===== src/hdl/euvc_pkg.sv =====
`timescale 1ns / 1ps
`default_nettype none
// ----------------------------------------------------------------------------
// euvc_pkg
// shared types, codes and constants of the eeprom update and verify controller
// ----------------------------------------------------------------------------
package euvc_pkg;

	// buffer depth, at most 15 so that a slot index fits in four bits
	localparam int unsigned BUF_DEPTH = 10;
	localparam logic [3:0]  BUF_DEPTH_C = 4'(BUF_DEPTH);
	localparam logic [7:0]  BUF_DEPTH_B = 8'(BUF_DEPTH);

	// reset values of the configuration registers
	localparam logic [7:0]  RD_TIMEOUT_RST = 8'd20;
	localparam logic [7:0]  WR_TIMEOUT_RST = 8'd20;
	localparam logic [15:0] LAST_ADDR_RST  = 16'd1023;

	// configuration register indexes
	localparam logic [1:0] CFG_RD_TIMEOUT = 2'd0;
	localparam logic [1:0] CFG_WR_TIMEOUT = 2'd1;
	localparam logic [1:0] CFG_LAST_ADDR  = 2'd2;

	// request codes
	localparam logic [2:0] OP_TICK      = 3'd0;
	localparam logic [2:0] OP_LOAD      = 3'd1;
	localparam logic [2:0] OP_START_UPD = 3'd2;
	localparam logic [2:0] OP_START_RD  = 3'd3;
	localparam logic [2:0] OP_FETCH     = 3'd4;

	// job kinds, also the activity code
	localparam logic [1:0] ACT_IDLE   = 2'd0;
	localparam logic [1:0] ACT_UPDATE = 2'd1;
	localparam logic [1:0] ACT_READ   = 2'd2;

	// events
	localparam logic [1:0] EV_NONE    = 2'd0;
	localparam logic [1:0] EV_DONE    = 2'd1;
	localparam logic [1:0] EV_TIMEOUT = 2'd2;
	localparam logic [1:0] EV_REJECT  = 2'd3;

	// update phases
	localparam logic [1:0] PH_WAIT   = 2'd0;
	localparam logic [1:0] PH_READ   = 2'd1;
	localparam logic [1:0] PH_WRITE  = 2'd2;
	localparam logic [1:0] PH_VERIFY = 2'd3;

	typedef struct packed {
		logic [2:0]  operation;
		logic [15:0] start_address;
		logic [7:0]  byte_count;
		logic [3:0]  buffer_index;
		logic [7:0]  data_byte;
		logic        mem_busy;
		logic [7:0]  mem_rdata;
		logic        ms_tick;
	} item_t;

	typedef struct packed {
		logic [1:0]  activity;
		logic [1:0]  event_res;
		logic [15:0] mem_addr;
		logic        mem_read;
		logic        mem_write;
		logic [7:0]  mem_wdata;
		logic [7:0]  read_byte;
		logic        read_valid;
	} result_t;

	typedef struct packed {
		logic [7:0]  read_timeout_ms;
		logic [7:0]  write_timeout_ms;
		logic [15:0] mem_last_address;
	} cfg_t;

	// buffer access request from the sequencer
	typedef struct packed {
		logic       wb_we;
		logic [3:0] wb_widx;
		logic [7:0] wb_wdata;
		logic [3:0] wb_ridx;
		logic       rb_we;
		logic [3:0] rb_widx;
		logic [7:0] rb_wdata;
		logic [3:0] rb_ridx;
	} buf_req_t;

endpackage
`default_nettype wire


===== src/hdl/euvc_buf.sv =====
`timescale 1ns / 1ps
`default_nettype none
// ----------------------------------------------------------------------------
// euvc_buf
// write buffer and read buffer, one write and one read port each
// ----------------------------------------------------------------------------
module euvc_buf (
	input  wire logic               clk,
	input  wire euvc_pkg::buf_req_t req,
	output logic [7:0]              wb_rdata,
	output logic [7:0]              rb_rdata
);
	import euvc_pkg::*;

	logic [7:0] wbuf_q [BUF_DEPTH];
	logic [7:0] rbuf_q [BUF_DEPTH];

	// contents undefined until written, so no reset
	always_ff @(posedge clk) begin
		if (req.wb_we) begin
			wbuf_q[req.wb_widx] <= req.wb_wdata;
		end
		if (req.rb_we) begin
			rbuf_q[req.rb_widx] <= req.rb_wdata;
		end
	end

	// out of range slots read as zero
	assign wb_rdata = (req.wb_ridx < BUF_DEPTH_C) ? wbuf_q[req.wb_ridx] : 8'd0;
	assign rb_rdata = (req.rb_ridx < BUF_DEPTH_C) ? rbuf_q[req.rb_ridx] : 8'd0;

endmodule
`default_nettype wire


===== src/hdl/euvc_core.sv =====
`timescale 1ns / 1ps
`default_nettype none
// ----------------------------------------------------------------------------
// euvc_core
// job state registers and the single step logic for one request
// ----------------------------------------------------------------------------
module euvc_core (
	input  wire logic              clk,
	input  wire logic              arst_n,
	input  wire logic              step_en,
	input  wire euvc_pkg::item_t   item,
	input  wire euvc_pkg::cfg_t    cfg,
	output euvc_pkg::result_t      res
);
	import euvc_pkg::*;

	logic [1:0]  kind_q, kind_d;
	logic [1:0]  phase_q, phase_d;
	logic        vpend_q, vpend_d;
	logic        armed_q, armed_d;
	logic [15:0] addr_q, addr_d;
	logic [3:0]  pos_q, pos_d;
	logic [3:0]  size_q, size_d;
	logic [7:0]  tleft_q, tleft_d;

	buf_req_t    breq;
	logic [7:0]  wb_rdata;
	logic [7:0]  rb_rdata;

	euvc_buf u_buf (
		.clk      (clk),
		.req      (breq),
		.wb_rdata (wb_rdata),
		.rb_rdata (rb_rdata)
	);

	always_comb begin
		logic [7:0]  tl_dec;
		logic [16:0] req_end;
		logic        pos_ok;
		logic [7:0]  slot_w;
		logic        fin;
		logic        adv;
		logic        smp;

		kind_d  = kind_q;
		phase_d = phase_q;
		vpend_d = vpend_q;
		armed_d = armed_q;
		addr_d  = addr_q;
		pos_d   = pos_q;
		size_d  = size_q;
		fin     = 1'b0;
		adv     = 1'b0;
		smp     = 1'b0;

		res            = '0;
		res.event_res  = EV_NONE;

		tl_dec  = (item.ms_tick && (tleft_q != 8'd0)) ? tleft_q - 8'd1 : tleft_q;
		tleft_d = tl_dec;
		req_end = {1'b0, item.start_address} + {9'd0, item.byte_count};
		pos_ok  = pos_q < BUF_DEPTH_C;
		slot_w  = pos_ok ? wb_rdata : 8'd0;

		breq          = '0;
		breq.wb_widx  = item.buffer_index;
		breq.wb_wdata = item.data_byte;
		breq.wb_ridx  = pos_q;
		breq.rb_widx  = pos_q;
		breq.rb_wdata = item.mem_rdata;
		breq.rb_ridx  = item.buffer_index;

		unique case (item.operation) inside
			OP_TICK: begin
				if (kind_q == ACT_UPDATE) begin
					unique case (phase_q)
						PH_WAIT: begin
							if (!item.mem_busy) begin
								phase_d = vpend_q ? PH_VERIFY : PH_READ;
							end
							if (tl_dec == 8'd0) begin
								vpend_d       = 1'b0;
								phase_d       = PH_WAIT;
								kind_d        = ACT_IDLE;
								res.event_res = EV_TIMEOUT;
							end
						end
						PH_READ: begin
							if (pos_q < size_q) begin
								res.mem_read = 1'b1;
								smp          = 1'b1;
								if (item.mem_rdata != slot_w) begin
									phase_d = PH_WRITE;
								end else begin
									adv = 1'b1;
								end
							end else begin
								fin           = 1'b1;
								res.event_res = EV_DONE;
							end
						end
						PH_WRITE: begin
							res.mem_write = 1'b1;
							res.mem_wdata = slot_w;
							tleft_d       = cfg.write_timeout_ms;
							phase_d       = PH_WAIT;
							vpend_d       = 1'b1;
						end
						default: begin
							// verify read back
							res.mem_read = 1'b1;
							smp          = 1'b1;
							if (item.mem_rdata == slot_w) begin
								adv     = 1'b1;
								phase_d = PH_READ;
							end else begin
								phase_d = PH_WRITE;
							end
						end
					endcase
				end else if (kind_q == ACT_READ) begin
					if (!armed_q) begin
						if (!item.mem_busy) begin
							armed_d = 1'b1;
						end
						if (tl_dec == 8'd0) begin
							armed_d       = 1'b0;
							kind_d        = ACT_IDLE;
							res.event_res = EV_TIMEOUT;
						end
					end else if (pos_q < size_q) begin
						res.mem_read = 1'b1;
						smp          = 1'b1;
						adv          = 1'b1;
					end else begin
						fin           = 1'b1;
						res.event_res = EV_DONE;
					end
				end
			end
			OP_LOAD: begin
				breq.wb_we = item.buffer_index < BUF_DEPTH_C;
			end
			OP_START_UPD, OP_START_RD: begin
				if (req_end >= {1'b0, cfg.mem_last_address}) begin
					res.event_res = EV_REJECT;
				end else begin
					addr_d  = item.start_address;
					pos_d   = 4'd0;
					size_d  = (item.byte_count > BUF_DEPTH_B) ? BUF_DEPTH_C
					                                          : item.byte_count[3:0];
					phase_d = PH_WAIT;
					vpend_d = 1'b0;
					armed_d = 1'b0;
					kind_d  = (item.operation == OP_START_UPD) ? ACT_UPDATE : ACT_READ;
					tleft_d = cfg.read_timeout_ms;
				end
			end
			OP_FETCH: begin
				res.read_byte  = rb_rdata;
				res.read_valid = (size_q != 4'd0) && (item.buffer_index < size_q);
			end
			default: begin
				// unused codes only age the timer
			end
		endcase

		breq.rb_we = smp && pos_ok;

		if (adv) begin
			addr_d = addr_q + 16'd1;
			pos_d  = pos_q + 4'd1;
		end
		if (fin) begin
			addr_d  = 16'd0;
			pos_d   = 4'd0;
			phase_d = PH_WAIT;
			vpend_d = 1'b0;
			armed_d = 1'b0;
			kind_d  = ACT_IDLE;
		end

		res.activity = kind_d;
		res.mem_addr = addr_d;

		if (!step_en) begin
			breq.wb_we = 1'b0;
			breq.rb_we = 1'b0;
		end
	end

	always_ff @(posedge clk or negedge arst_n) begin
		if (!arst_n) begin
			kind_q  <= ACT_IDLE;
			phase_q <= PH_WAIT;
			vpend_q <= 1'b0;
			armed_q <= 1'b0;
			addr_q  <= 16'd0;
			pos_q   <= 4'd0;
			size_q  <= 4'd0;
			tleft_q <= 8'd0;
		end else if (step_en) begin
			kind_q  <= kind_d;
			phase_q <= phase_d;
			vpend_q <= vpend_d;
			armed_q <= armed_d;
			addr_q  <= addr_d;
			pos_q   <= pos_d;
			size_q  <= size_d;
			tleft_q <= tleft_d;
		end
	end

endmodule
`default_nettype wire


===== src/hdl/eeprom_update_verify_controller_top.sv =====
`timescale 1ns / 1ps
`default_nettype none
// ----------------------------------------------------------------------------
// eeprom_update_verify_controller_top
// eeprom update, verify and streamed read sequencer with stream ports
// ----------------------------------------------------------------------------
// The block takes one request per clock cycle and returns exactly one result
// per request, in order. A request is captured in an input register, worked
// through the sequencer step logic against the job state, and the result lands
// in an output register, from which it is taken off m_tdata. One request per
// cycle is sustained while m_tready stays high, set by the single state update
// per request. While a finished result waits for m_tready, one more request is
// still taken into the input register if it is empty; with both registers full
// s_tready drops until m_tready returns. Both byte buffers are flip-flop
// arrays with no clearing pass; a slot never loaded or never filled by a read
// reads back as an undefined byte. Configuration writes are always taken
// (cfg_ready stays high) and must only be issued while idle.
// ----------------------------------------------------------------------------
module eeprom_update_verify_controller_top (
	input  wire logic        clk,
	input  wire logic        arst_n,
	// request stream
	input  wire logic        s_tvalid,
	output logic             s_tready,
	// start_address[15:0], byte_count[23:16], buffer_index[27:24],
	// data_byte[35:28], mem_busy[36], mem_rdata[44:37], ms_tick[45], zero fill
	input  wire logic [47:0] s_tdata,
	// operation[2:0]
	input  wire logic [2:0]  s_tuser,
	// result stream
	output logic             m_tvalid,
	input  wire logic        m_tready,
	// activity[1:0], event_res[3:2], mem_addr[19:4], mem_read[20],
	// mem_write[21], mem_wdata[29:22], read_byte[37:30], read_valid[38], zero fill
	output logic [39:0]      m_tdata,
	// configuration write channel
	input  wire logic        cfg_valid,
	output logic             cfg_ready,
	input  wire logic [1:0]  cfg_index,
	input  wire logic [15:0] cfg_data
);
	import euvc_pkg::*;

	// input register
	logic    vld_s1;
	item_t   item_s1;
	// output register
	logic    vld_s2;
	result_t res_s2;

	cfg_t    cfg_q;
	result_t step_res;
	logic    step_en;

	// a request is worked when the output register is free or being drained
	assign step_en  = vld_s1 && (!vld_s2 || m_tready);
	assign s_tready = !vld_s1 || step_en;
	assign cfg_ready = 1'b1;

	always_ff @(posedge clk or negedge arst_n) begin
		if (!arst_n) begin
			vld_s1 <= 1'b0;
		end else if (s_tready) begin
			vld_s1 <= s_tvalid;
		end
	end

	// payload capture, unpacking the stream word
	always_ff @(posedge clk) begin
		if (s_tready && s_tvalid) begin
			item_s1.operation     <= s_tuser;
			item_s1.start_address <= s_tdata[15:0];
			item_s1.byte_count    <= s_tdata[23:16];
			item_s1.buffer_index  <= s_tdata[27:24];
			item_s1.data_byte     <= s_tdata[35:28];
			item_s1.mem_busy      <= s_tdata[36];
			item_s1.mem_rdata     <= s_tdata[44:37];
			item_s1.ms_tick       <= s_tdata[45];
		end
	end

	// configuration registers, unknown indexes are dropped
	always_ff @(posedge clk or negedge arst_n) begin
		if (!arst_n) begin
			cfg_q.read_timeout_ms  <= RD_TIMEOUT_RST;
			cfg_q.write_timeout_ms <= WR_TIMEOUT_RST;
			cfg_q.mem_last_address <= LAST_ADDR_RST;
		end else if (cfg_valid && cfg_ready) begin
			unique case (cfg_index)
				CFG_RD_TIMEOUT: cfg_q.read_timeout_ms  <= cfg_data[7:0];
				CFG_WR_TIMEOUT: cfg_q.write_timeout_ms <= cfg_data[7:0];
				CFG_LAST_ADDR:  cfg_q.mem_last_address <= cfg_data;
				default: begin
				end
			endcase
		end
	end

	// sequencer: job state plus one step of work per request
	euvc_core u_core (
		.clk    (clk),
		.arst_n (arst_n),
		.step_en(step_en),
		.item   (item_s1),
		.cfg    (cfg_q),
		.res    (step_res)
	);

	// output register
	always_ff @(posedge clk or negedge arst_n) begin
		if (!arst_n) begin
			vld_s2 <= 1'b0;
		end else if (step_en) begin
			vld_s2 <= 1'b1;
		end else if (m_tready) begin
			vld_s2 <= 1'b0;
		end
	end

	always_ff @(posedge clk) begin
		if (step_en) begin
			res_s2 <= step_res;
		end
	end

	assign m_tvalid = vld_s2;
	assign m_tdata  = {1'b0, res_s2.read_valid, res_s2.read_byte, res_s2.mem_wdata,
	                   res_s2.mem_write, res_s2.mem_read, res_s2.mem_addr,
	                   res_s2.event_res, res_s2.activity};

	// a write to the memory only happens inside a running update, never with a read
	a_write_in_update: assert property (@(posedge clk) disable iff (!arst_n)
		(vld_s2 && res_s2.mem_write) |-> (res_s2.activity == ACT_UPDATE && !res_s2.mem_read))
		else $error("memory write outside an update or together with a read");

	// a finished job leaves the block idle at address zero
	a_done_idle: assert property (@(posedge clk) disable iff (!arst_n)
		(vld_s2 && res_s2.event_res == EV_DONE) |->
		(res_s2.activity == ACT_IDLE && res_s2.mem_addr == 16'd0))
		else $error("completed job did not return to idle at address zero");

	// a timed out job is always dropped
	a_timeout_idle: assert property (@(posedge clk) disable iff (!arst_n)
		(vld_s2 && res_s2.event_res == EV_TIMEOUT) |-> (res_s2.activity == ACT_IDLE))
		else $error("timed out job still active");

endmodule
`default_nettype wire

===== config.mk =====
export PLATFORM = sky130hd
export DESIGN_NAME = eeprom_update_verify_controller_top
export DESIGN_NICKNAME = d
export VERILOG_FILES = /design/src/hdl/euvc_pkg.sv /design/src/hdl/euvc_buf.sv /design/src/hdl/euvc_core.sv /design/src/hdl/eeprom_update_verify_controller_top.sv
export SDC_FILE = /design/constraint.sdc
export NUM_CORES = 1
export LEC_CHECK = 0
export ABC_AREA = 1
export BUFFER_PORTS_ARGS = -buffer_cell sky130_fd_sc_hd__buf_4
export CAP_MARGIN = 5
export CELL_PAD_IN_SITES_DETAIL_PLACEMENT = 0
export CELL_PAD_IN_SITES_GLOBAL_PLACEMENT = 1
export CORE_MARGIN = 1.5
export CORE_UTILIZATION = 40
export DETAILED_ROUTE_END_ITERATION = 8
export MAX_ROUTING_LAYER = met4
export PLACE_DENSITY_LB_ADDON = 0.1
export SYNTH_ARGS = -nofsm -noshare
export SYNTH_HDL_FRONTEND = slang
export SYNTH_HIERARCHICAL = 1
export SYNTH_SLANG_ARGS = --single-unit

===== constraint.sdc =====
create_clock -name clk -period 5.2 [get_ports clk]
set_input_delay 1.04 -clock clk [delete_from_list [all_inputs] [get_ports clk]]
set_output_delay 1.04 -clock clk [all_outputs]
set_load 0.005 [all_outputs]

# Word-level counts from Yosys, hierarchy flattened
# Memories as Yosys holds them, arrays and structs flattened. A register that Yosys moved wholly into a read port is not among the register bits.
# Cells that the tools add are included.
# word_totals
ff_bits,152
word_cells,179
in_bits,74
output_inout_bits,43
mem_bits_rw,160
memories,2
# mem_list
name,depth,word_bits,read_ports,rd_clocked_by_memory_dff,write_ports,line_no,rtl
u_core.u_buf.rbuf_q,10,8,1,1,1,euvc_buf.sv:16,logic [7:0] rbuf_q [BUF_DEPTH];
u_core.u_buf.wbuf_q,10,8,1,0,1,euvc_buf.sv:15,logic [7:0] wbuf_q [BUF_DEPTH];
# op_classes
addsub,4
n_lt_le_gt_ge,6
n_eq_ne,22
n_bitwise,1
reduce_logical,32
mux,84
# op_table
op,n
16-bit 2-to-1 mux,4
2-bit 2-to-1 mux,22
8-bit 2-to-1 mux,5
1-bit 2-to-1 mux,36
4-bit 2-to-1 mux,5
16-bit by 8-bit adder with 17-bit output,1
17-bit by 16-bit greater-or-equal comparator with 1-bit output,1
16-bit by 1-bit adder with 16-bit output (second input constant),1
4-bit != test (second input constant),4
2-bit case mux with 2 select lines,4
8-bit case mux with 2 select lines,1
3-bit != test (second input constant),5
1-bit case mux with 2 select lines,5
2-bit AND reduction,5
9-bit 2-to-1 mux,1
3-bit AND reduction,3
8-bit equality test,1
8-bit by 4-bit greater-than comparator with 1-bit output (second input constant),1
8-bit logical NOT,1
4-bit less-than comparator,2
4-bit less-than comparator (second input constant),2
8-bit != test,1
8-bit nonzero test,1
8-bit by 1-bit subtractor with 8-bit output (second input constant),1
21 further kinds,36

# Depth between registers and ports, before layout
# Gate-level depths: netlist of the first run.
# depth
depth_word,10
depth_mapped,27
mapped_depth_nobuf,27

# Cells and area by module
# The synthesis of the first run kept the hierarchy.
# modules_own_cells
mod,instances,seq_area_each_um2,area_each_um2,cells_per_inst
euvc_buf,1,4804.6,6920.4,653
euvc_core,1,950.9,4832.1,811
eeprom_update_verify_controller_top,1,3510.9,4150.2,246

# Worst setup path after synthesis of the first run
# OpenSTA, ideal clock, no wires.
# synth_path
path_kind,input to register
start,in m_tready
end,"mem u_core.u_buf.wbuf_q[2][0], enable pin"
n_path_buf,0
slack_ps,-276
cell_stages,6
t_arrival_ps,5105
setup_time_ps,370
required_ps,4830
path_cell_list,inv_1 > a21oi_1 > clkinv_1 > nor4_1 > nand3_1 > nor2_1
# synth_rtl
element,line_no,rtl
from (decl),eeprom_update_verify_controller_top.sv:32,"input wire logic m_tready,"
to (decl),euvc_buf.sv:15,

# Worst setup path after layout of the first run
# layout_path
start,reg item_s1[22] in the netlist's numbering
end,reg u_core.tleft_q[7]
# layout_between
elab_chain_len,4
# layout_rtl
element,line_no,rtl
from (decl),eeprom_update_verify_controller_top.sv:46,item_t item_s1;
16-bit by 8-bit adder with 17-bit output,euvc_core.sv:62,"req_end = {1'b0, item.start_address} + {9'd0, item.byte_count};"
17-bit by 16-bit greater-or-equal comparator with 1-bit output,euvc_core.sv:146,"if (req_end >= {1'b0, cfg.mem_last_address}) begin"
8-bit 2-to-1 mux,euvc_core.sv:146,
8-bit case mux with 2 select lines,euvc_core.sv:74,unique case (item.operation) inside
to (signal assigned),euvc_core.sv:211,tleft_q <= tleft_d;
to (decl),euvc_core.sv:24,"logic [7:0] tleft_q, tleft_d;"
# No other way between the ends.
# A chain may end at the register's enable or synchronous reset.

==> results of run 1 <==
## area by class of cell
class,count,area (µm²)
fillers,3789,20600
flip-flops and latches,320,9270
multi-input cells,1089,5330
clock buffers,52,1050
inverters,250,941
repair buffers,124,931
well taps,518,648
clock inverters,15,159
## final timing paths
path	from	slack, ns	endpoint	cells after the start
min reg2reg	cfg_q[9]$_DFFE_PN1P_	0.46	cfg_q[9]$_DFFE_PN1P_	2
max	item_s1[22]$_DFFE_PP_	0.95	u_core/tleft_q[7]$_DFFE_PN0P_	18
min in group clk	cfg_q[9]$_DFFE_PN1P_	0.46	cfg_q[9]$_DFFE_PN1P_	2
max in group asynchronous	arst_n	3.80	m_tvalid$_DFFE_PN0P_	2
min	arst_n	0.42	cfg_q[12]$_DFFE_PN0P_	1
max reg2reg	item_s1[22]$_DFFE_PP_	0.95	u_core/tleft_q[7]$_DFFE_PN0P_	18
## layout by cell type (no fill, tap or decap), types with 13 or more instances in the layout
master       n
a21oi_1     41
ha_1        34
o21ai_0     31
nand2_1    507
inv_1      235
dfstp_2     14
xor2_1      33
nor2_2      13
nor2_1     147
dfrtp_1     58
edfxtp_1   248
nand4_1     51
clkbuf_16   39
buf_4      124
nand3_1    150
## registers in the layout (all words and copies together) (netlist names), 2 cells and up
signal,cells
u_core/addr_q,16
cfg_q,32
u_core/pos_q,4
item_s1,49
u_core/phase_q,2
u_core/u_buf/rbuf_q,80
m_tdata,39
u_core/tleft_q,8
u_core/size_q,4
u_core/kind_q,2
u_core/u_buf/wbuf_q,80
## per-stage QoR
stage / cell area (µm²) / hold slack (ns) / worst slack [ns] / std cells
2_1_floorplan: 15900 / 0.442 / 0.826 / 1710
3_3_place_gp: 17100 / 0.455 / 0.985 / 2301
3_5_place_dp: 17100 / 0.454 / 0.930 / 2301
4_1_cts: 18300 / 0.414 / 0.913 / 2368
5_1_grt: 18300 / 0.446 / 0.535 / 2368
6_report: 18300 / 0.423 / 0.952 / 2368
## power breakdown
| part | internal (mW) | switching (mW) |
|---|---|---|
| sequential | 3.05 | 0.246 |
| clock | 1.57 | 1.05 |
| combinational | 0.508 | 0.855 |
## cell families after synthesis
kind of cell	synth area share, %
XOR/XNOR	2.20
flip-flops	58.3
AND/OR/NAND/NOR	24.7
buffers and inverters	8.29
AO/OA/AOI/OAI	3.67
adder cells (fa/ha/maj)	2.80
other	0.0472
## worst max-delay path: stages (launching register included)
cell      delay (ns)
edfxtp_1        0.39
ha_1            0.19
inv_1           0.06
fa_1            0.42
o21ai_2         0.22
nand2_1         0.11
a21boi_0        0.35
nand3_1         0.14
xor2_1          0.17
ha_1            0.29
nand2_1         0.10
nor2_1          0.05
a31oi_1         0.15
nand2_1         0.08
inv_2           0.17
nand3_2         0.53
o21ai_0         0.51
nand2_1         0.14
nand3_1         0.11
## routing by layer
layer | vias to the layer above | global-route usage (%)
met4 | 0 | 6.98
met1 | 5519 | 26.5
li1 | 5798 | -
met2 | 187 | 34.1
met3 | 57 | 2.89
met5 | - | -
==> run summary, run 1 <==
Largest net degree at the start of global routing - 63
Setup crit end kind - flip-flop
Final HPWL DP - 27,100 µm
Seq/Total Area, Yosys - 58.3%
Diodes inserted - 0
Status - finished, final reports clean
Count leader, synth - nand2_1
Min Tclk post-route - 4.25 ns
Core Box Area - 38,900 µm²
Setup violators final - 0
FMAX - 235 MHz
Startpoint Class - flip-flop
Total number of vias - 11,600
Top Layer Used - met4
Syn_nets - 1,819
Worst slew pin tran - 1.14 ns
Synth warn - 6
EDFF count, synth - 248
CP max FO - 24
Leakage - 8.17 nW
Post_cts resized - 0
Largest cells by area after synthesis - edfxtp_1, nand2_1, dfrtp_1
Die ar. - 41,000 µm²
Final ANT Viol Nets - 0
Fin util - 47.1%
Mapped Area - 15,900 µm²
Clock Sinks - 320
Num CTS Buffers - 37
Hold_buf cts - 0
Post-CTS Setup Repair Bufs - 0
Std-Cell Rows - 72
Max-Cap Viols - 0
Synth async-reset ratio - 22.5%
Clk_lat worst skew - 0.55 ns
Initial antenna violation count - 0
Max_slew headroom - 23.1%
Layout Nets - 1,931
Gr usage total - 20.8%
Synth-to-Final Area Change - 15.3%
Detailed-route vias per instance - 4.88
Die width - 202 µm
WL per Instance - 17.0 µm
Metal2 WL - 19,900 µm
# IOs - 117
Vias in the first global route - 11,500
Hold Vio Cnt, Final - 0
TritonRoute pass-1 iters - 7
# DRC - 0
1st-iter DRT viols - 660
Clock-pin transition on the worst setup and hold timing paths - 0.06 ns
Max VDD drop - 0.187 mV
Max-slew violation count - 0
Yosys top cell area share - 46.8%
Total Power - 7.28 mW
PD cells - 397 nW/µm²
H-Tree Depth - 2
Routed WL - 40,300 µm
Starting Density - 40.9%
Synth Flop Type - edfxtp_1
WP data required - 5.68 ns
CP arrival - 4.73 ns
Grt total ovfl - 0
Met3 wire len - 1360 µm
Die Y - 202 µm
Wl on met1 - 18,100 µm
IO Port Bufs - 112
Hold WC Path Type - in2async
CTS tree - yes
First-pass GRT wire length - 63,700 µm
Synthesized flop and latch total - 320
Area leader, netlist - edfxtp_1
Clock Tree Root - clkbuf_16
Max clock buf depth - 3
Distinct cells, synth - 46
Setup CP Type - reg2reg
Commonest cells post-synth - nand2_1, edfxtp_1, inv_1
RD Place Congestion - 0.805
Layout cells sized above 1 - 13.2%
Final Cycle Share - 81.7%
Clk_skew - 0.00857 ns
Post-Syn Instances - 1,710
Setup TNS - 0 ns
RSZ-0062 raised after global routing - no
Syn Area/Cell - 9.30 µm²
Power figures use the tool's default switching activity.
==> run 2: changes to the inputs <==
- clock period: 5.2 -> 4.02 ns (I/O delays scaled with it)
==> run summary, run 2 (synthesis results as in run 1) <==
Final Cycle Share - 90.9%
Hold Vio Cnt, Final - 0
Detailed-route vias per instance - 4.82
Post-place instance area - 17,300 µm²
Status - finished, final reports clean
Setup crit end kind - flip-flop
CTS tree - yes
WL per Instance - 16.8 µm
RD Place Congestion - 0.800
Max_slew headroom - 33.5%
CP arrival - 4.01 ns
TritonRoute pass-1 iters - 5
Commonest non-fill, non-tap cell in the layout - nand2_1
Layout Nets - 1,960
Routed WL - 40,200 µm
Largest regs - u_core/u_buf/rbuf_q (80), u_core/u_buf/wbuf_q (80), item_s1 (49)
Final ANT Viol Nets - 0
Max clock buf depth - 3
Post-CTS Setup Repair Bufs - 0
Layout cells sized above 1 - 14.6%
1st-iter DRT viols - 646
Total number of vias - 11,500
IO Port Bufs - 112
Starting Density - 40.9%
Clk_lat worst skew - 0.55 ns
CP max FO - 14
# IOs - 117
Worst slew pin tran - 0.998 ns
Grt total ovfl - 0
First-pass GRT wire length - 63,500 µm
H-Tree Depth - 2
PD cells - 503 nW/µm²
Die width - 202 µm
FF+latch area - 9270 µm²
Largest net degree at the start of global routing - 73
Max-slew violation count - 0
# DRC - 0
Layout Cell Area excl Fill - 18,600 µm²
Setup violators final - 0
# fillers - 3,825
Vias in the first global route - 11,400
Setup CP Type - reg2reg
Hold WC Path Type - in2async
Clock-pin transition on the worst setup and hold timing paths - 0.06 ns
Clock Sinks - 320
Diodes inserted - 0
Die Y - 202 µm
Max VDD drop - 0.307 mV
Die ar. - 41,000 µm²
Synth-to-Final Area Change - 16.8%
Most frequent cells in the layout - nand2_1, edfxtp_1, inv_1, buf_4, nand3_1
Core Box Area - 38,900 µm²
Initial antenna violation count - 0
Area of the multi-input gates - 5370 µm²
Gr usage total - 20.7%
Min Tclk post-route - 3.66 ns
Setup TNS - 0 ns
WP data required - 4.37 ns
FMAX - 274 MHz
Clock Tree Root - clkbuf_16
Startpoint Class - flip-flop
Max-Cap Viols - 0
Clk_skew - 0.0171 ns
Leakage - 8.32 nW
RSZ-0062 raised after global routing - no
Num CTS Buffers - 38
Hold_buf cts - 0
Std-Cell Rows - 72
Final HPWL DP - 27,500 µm
## run 2: changes by cell type in the layout (fill, tap and decap cells not counted), moves of 2 or more
cell        before  now
buf_4          124  151
bufinv_16        3    1
clkbuf_1        10   12
clkbuf_8         3    5
clkinv_1         6    8
clkinv_8         0    2
clkinvlp_4       2    0
inv_6            2    0
## run 2: final timing paths
check	slack (ns)	from	depth (start not counted)	endpoint
worst max register to register	0.36	item_s1[22]$_DFFE_PP_	22	m_tdata[19]$_DFFE_PP_
worst min register to register	0.46	cfg_q[9]$_DFFE_PN1P_	2	cfg_q[9]$_DFFE_PN1P_
worst max-delay path	0.36	item_s1[22]$_DFFE_PP_	22	m_tdata[19]$_DFFE_PP_
min in group clk	0.43	s_tdata[28]	1	item_s1[10]$_DFFE_PP_
worst min-delay path	0.42	arst_n	1	cfg_q[12]$_DFFE_PN0P_
max in group asynchronous	2.95	arst_n	1	u_core/phase_q[1]$_DFFE_PN0P_
## run 2: cell type report
cell class	instances	share of cell area [%]
Clock buffer	56	5.87
Clock inverter	12	0.546
Inverter	250	5.07
Multi-Input combinational cell	1089	28.9
Sequential cell	320	49.9
Tap cell	518	3.49
Timing Repair Buffer	152	6.21
## run 2: critical path, stage by stage, from the launching register on
cell      delay, ns
edfxtp_1       0.38
ha_1           0.18
inv_1          0.05
fa_1           0.41
o21ai_2        0.22
nand2_1        0.13
a21boi_2       0.20
xor2_1         0.18
ha_1           0.26
nand2_1        0.07
inv_1          0.04
nand2_1        0.07
nor2_1         0.06
a21oi_1        0.12
nand2_1        0.06
nand2_1        0.05
nand2_1        0.05
nand2_1        0.11
buf_4          0.21
nand4_1        0.18
nand3_2        0.13
nand2_1        0.08
nor2_1         0.21
## run 2: power breakdown
group          switching (mW)  internal (mW)
Combinational            1.10          0.674
Sequential              0.319           3.95
Clock                    1.35           1.94
## run 2: what timing repair did
item | 4_1_cts | 5_1_grt
endpoints found under the hold margin | 0 | 0
gates resized for setup | 0 | 8
setup endpoints to repair | 0 | 27
## run 2: metrics by stage
step | total power [mW] | cells | worst slack [ns] | util [%] | hold slack [ns]
finish | 9.33 | 2397 | 0.365 | 47.7 | 0.417
CTS | 9.45 | 2397 | 0.184 | 47.6 | 0.396
global placement | 6.10 | 2329 | 0.241 | 44.6 | 0.453
global route | 9.87 | 2397 | 0.0300 | 47.7 | 0.403
floorplan | 5.50 | 1710 | 0.534 | - | 0.442
detailed placement | 6.12 | 2329 | 0.205 | 44.6 | 0.455
## run 2: metal layers
metal | vias up | track usage (%) | part of all wire, %
met4 | 0 | 6.19 | 2.1
met2 | 194 | 34.7 | 51
met3 | 56 | 2.58 | 3.2
met1 | 5444 | 26.2 | 44
li1 | 5855 | - | -
met5 | - | - | 0
